**config.mk**
```make
export PLATFORM = sky130hd
export DESIGN_NAME = gf2d_ram
export DESIGN_NICKNAME = d
export VERILOG_FILES = /design/src/gf2d_ram.sv
export SDC_FILE = /design/constraint.sdc
export NUM_CORES = 2
export LEC_CHECK = 0
export BUFFER_PORTS_ARGS = -buffer_cell sky130_fd_sc_hd__buf_4
export CAP_MARGIN = 20
export CORE_AREA = 2 2 240 479
export CTS_BUF_LIST = sky130_fd_sc_hd__clkbuf_4 sky130_fd_sc_hd__clkbuf_8
export DETAILED_ROUTE_END_ITERATION = 6
export DIE_AREA = 0 0 242 481
export PLACE_DENSITY = 0.89
export SLEW_MARGIN = 20
export SYNTH_ARGS = -nofsm -noshare
export SYNTH_HDL_FRONTEND = slang
export SYNTH_SLANG_ARGS = --single-unit
```
**constraint.sdc**
```tcl
create_clock -name clk_i -period 9.75 [get_ports clk_i]
set_input_delay 0.975 -clock clk_i [delete_from_list [all_inputs] [get_ports clk_i]]
set_output_delay 0.975 -clock clk_i [all_outputs]
set_load 0.05 [all_outputs]
```
**src/gf2d_ram.sv**
```systemverilog
module gf2d_ram #(
  parameter int Width = 32,
  parameter int Depth = 64
) (
  input  logic                     clk_i,
  input  logic                     we_i,
  input  logic [$clog2(Depth)-1:0] waddr_i,
  input  logic [Width-1:0]         wdata_i,
  input  logic [$clog2(Depth)-1:0] raddr_i,
  output logic [Width-1:0]         rdata_o
);

  logic [Width-1:0] mem_q [Depth];
  logic [Width-1:0] rdata_q;

  // One write port and one registered read port.
  always_ff @(posedge clk_i) begin
    if (we_i) begin
      mem_q[waddr_i] <= wdata_i;
    end
    rdata_q <= mem_q[raddr_i];
  end

  assign rdata_o = rdata_q;

endmodule

```
Word level (Yosys, flattened, before mapping)

Memory sizes are Yosys's and may differ from the RTL's. A register that Yosys moved wholly into a read port is not among the register bits.
Cells that the tools add are included.

Memories: 1
Logic and storage cells: 3
Output and inout port bits: 32
Flip-flop bits (word level): 0
Bits of input ports: 46
Bits in writable memories: 2048

Memory list:

| name  | depth | width | rd ports | clocked after memory_dff | wr ports | RTL line | RTL |
|---|---|---|---|---|---|---|---|
| mem_q | 64    | 32    | 1        | 1                        | 1        | 13       | `logic [Width-1:0] mem_q [Depth];` |

Muxes and demuxes: 2

Operators by type and width:

| kind              | number |
|---|---|
| two-way mux 1 bit | 2 |

Longest topological paths before layout

Depth in word-level cells: 2
Mapped depth: 10

Least setup slack after synthesis

No wires, ideal clock.

Path type: input port to flip-flop
From: input port waddr_i[3]
To: memory mem_q[48][0], enable pin
Setup slack: 5.615 ns
Stages: 4
Arrival time: 3.674 ns
Cell sequence: clkbuf_1 > nor2b_1 > nand4b_1 > nor3_1

RTL lines:

| what               | RTL line | RTL |
|---|---|---|
| start: declaration | 7        | `input logic [$clog2(Depth)-1:0] waddr_i,` |
| end: declaration   | 13       |  |

Straight into the memory's write port.

==> flow_summary.toml <==
[run_status]
outcome = "complete, no violations"

[logic_synthesis]
synth.most_common_cell = "edfxtp_1"
async_reset_ff_share_pct = 0
yosys_warnings = 0
syn_area_um2 = 78520
post_synth_inst_count = 3324
synthTopCellsByArea = "edfxtp_1 (78%), mux4_2 (16%), mux2i_1 (1.2%)"
synth_edf_count = 2048
syn-num-nets = 3370
ys_ff_latch = 2080
yosysTopAreaCell = "edfxtp_1"
synthDistinctLibCells = 34
synth_common_cells = "edfxtp_1 (2,048), mux4_2 (544), nor2_1 (137)"
syn-mean-instance-area_um2 = 23.62
synthFlopType = "edfxtp_1"
synth-seq-area-share_pct = 79.14
synth_top_area_share_pct = 78.33

[global_routing]
grt_antenna_before_repair = 10
grt-ovfl-total = 0
grt_util_all_layers_pct = 41.69
grt_max_degree = 111
grt_pass1_wl_um = 324800
grt_pass1_vias = 42760

[clock_tree]
clk-insertion-delay-late_ns = 1.03
cts_inserted_buffers = 285
cts-root-buf = "clkbuf_8"
numClockSinks = 2080
postCtsSetupBuffers = 0
cts_tree = "yes"
clkSlewWorstSetupHoldPaths_ns = 0.08
cts.repair.resized = 0
hold_buffers = 0
clk_path_buf_depth = 4
cts.htree.levels = 5

[worst_setup_path]
crit_type = "in -> reg"
cp_max_fo = 99
worstSetupStartpointType = "input pin"
r2r_slack_ns = 7.05
crit_arrival_ns = 5.62
critPathCapture = "rdata_o[5]$_DFF_P_"
rr_startpoint = "mem_q[30][18]$_DFFE_PP_"
cp-end-kind = "flip-flop"
r2r_cells = 4
cp-startpoint = "raddr_i[0]"
r2r_end = "rdata_o[18]$_DFF_P_"
critPathRequiredTime_ns = 10.61

[timing]
hold_violations = 0
timing.final.crit_share_pct = 48.80
rsz0062_at_grt = "false"
finClkSkew_ns = 0.07473
fin_hold_ws_ns = 0.4863
worstMarginPinSlew_ns = 1.287
fmax_ghz = 0.2102
min_period_ns = 4.758
slew-limit-headroom_pct = 14.22
finalMaxSlewViolations = 0
finalSetupTns_ns = 0
fin_ws_ns = 4.992
finalSetupViolCount = 0

[pwr]
p_leak_nw = 27.06
p_sw_mw = 3.981
p_sw_share_pct = 22.72
combPwrFrac_pct = 5.8
p_total_mw = 17.53
clkPwrFrac_pct = 37.5
vdd_ir_drop_max_uv = 207.5
powerDensity_nw_per_um2 = 202.2
internal_power_mw = 13.54
seqPwrFrac_pct = 56.7

[layout]
drive_gt1_share_pct = 31.89
fill_cells = 5030
final_nets = 3647
stdcell_count = 5296
syn2layout_area_growth_pct = 10.42
multiInputGateArea_um2 = 15990
seqCellArea_um2 = 62140

[worst_hold_path]
hold_class = "in -> reg"

[routing]
via_count = 41510
drt_first_pass_iters = 6
wire_per_inst_um = 44.93
detail-route-antenna-nets = 0
drtIter0Drc = 8134
drc_errors = 0
drt-vias-per-instance = 7.837
wirelength_um = 237900

[floorplan]
core_um2 = 113000
die_area_um2 = 116400
io_pins = 78
die_w_um = 242
die_y_um = 481
initial_utilization_pct = 69.49
rows = 175

[place]
place_hpwl_um = 125600
io_buffers = 77
placedCellCount = 4818
routabilityCongestion = 0.8378
pre_cts_ws_ns = 4.198

[job]
cap_violations = 0
==> routing by layer <==
metal / GRT usage, % / vias to the layer above / routed length (µm)
li1: - / 14800 / -
met1: 46.50 / 20530 / 62780
met2: 66.98 / 4788 / 116100
met3: 11.51 / 1376 / 32670
met4: 35.52 / 12 / 26280
met5: 0 / - / 75
==> state kept, by name, summed over array words and instances, names as in the netlist <==
signal,flops
mem_q,2048
rdata_o,32
==> area by class of cell <==
| type | instances | share of cell area (%) |
|---|---|---|
| flip-flops and latches | 2080 | 71.68 |
| multi-input cells | 1062 | 18.45 |
| clock buffers | 374 | 5.367 |
| well taps | 1504 | 2.171 |
| repair buffers | 172 | 1.573 |
| clock inverters | 94 | 0.7361 |
| diodes | 10 | 0.02887 |
==> cells by family (layout without fill, tap and decap cells) <==
group / Yosys count / after routing / synth area share [%]
compound gates: 202 / 202 / 1.673
buf+inv: 182 / 640 / 1.128
flops: 2080 / 2080 / 79.14
mux: 637 / 637 / 16.79
other cells: 0 / 10 / 0
simple gates: 223 / 223 / 1.265
==> stage by stage <==
| stage | util [%] | instance area, µm² |
|---|---|---|
| 2_1_floorplan | - | 78520 |
| 3_3_place_gp | 72.00 | 81350 |
| 3_5_place_dp | 72.00 | 81350 |
| 4_1_cts | 76.69 | 86640 |
| 5_1_grt | 76.71 | 86670 |
| 6_report | 76.73 | 86690 |
==> power groups by stage <==
stage | clock network [mW] | registers, mW | logic, mW
finish | 6.57 | 9.94 | 1.01
detailed placement | 0 | 10.1 | 0.957
global route | 6.84 | 9.94 | 1.03
global placement | 0 | 10.1 | 0.891
CTS | 6.52 | 9.94 | 0.979
floorplan | 0 | 10.2 | 0.481
==> placed cells by master (no fill, tap or decap), drive strengths merged, types with 12 or more instances in the layout <==
cell       n
nor2     137
buf      172
clkinv    77
a22oi     12
dfxtp     32
edfxtp  2048
mux4     544
nand2     26
o221ai    27
nor2b     15
o22ai     84
mux2i     93
a21oi     62
clkbuf   374
==> critical path: stages <==
cell and delay, ns:
buf_8 0.70, buf_12 0.70, buf_4 0.83, mux4_2 0.61, mux4_2 0.50, o22ai_1 0.99, nor2_1 0.10
==> worst min-delay path by stage <==
stage                     cells after the start                 endpoint                    start  slack (ns)
after floorplan                               4      rdata_o[17]$_DFF_P_  mem_q[12][17]$_DFFE_PP_        0.66
after detailed placement                      4      rdata_o[20]$_DFF_P_  mem_q[29][20]$_DFFE_PP_        0.76
after CTS                                     1   mem_q[56][9]$_DFFE_PP_               wdata_i[9]        0.45
after global routing                          2  mem_q[49][22]$_DFFE_PP_               waddr_i[1]        0.49
after global placement                        4       rdata_o[8]$_DFF_P_   mem_q[12][8]$_DFFE_PP_        0.74
final                                         1  mem_q[51][13]$_DFFE_PP_              wdata_i[13]        0.49
Power figures use the tool's default switching activity.
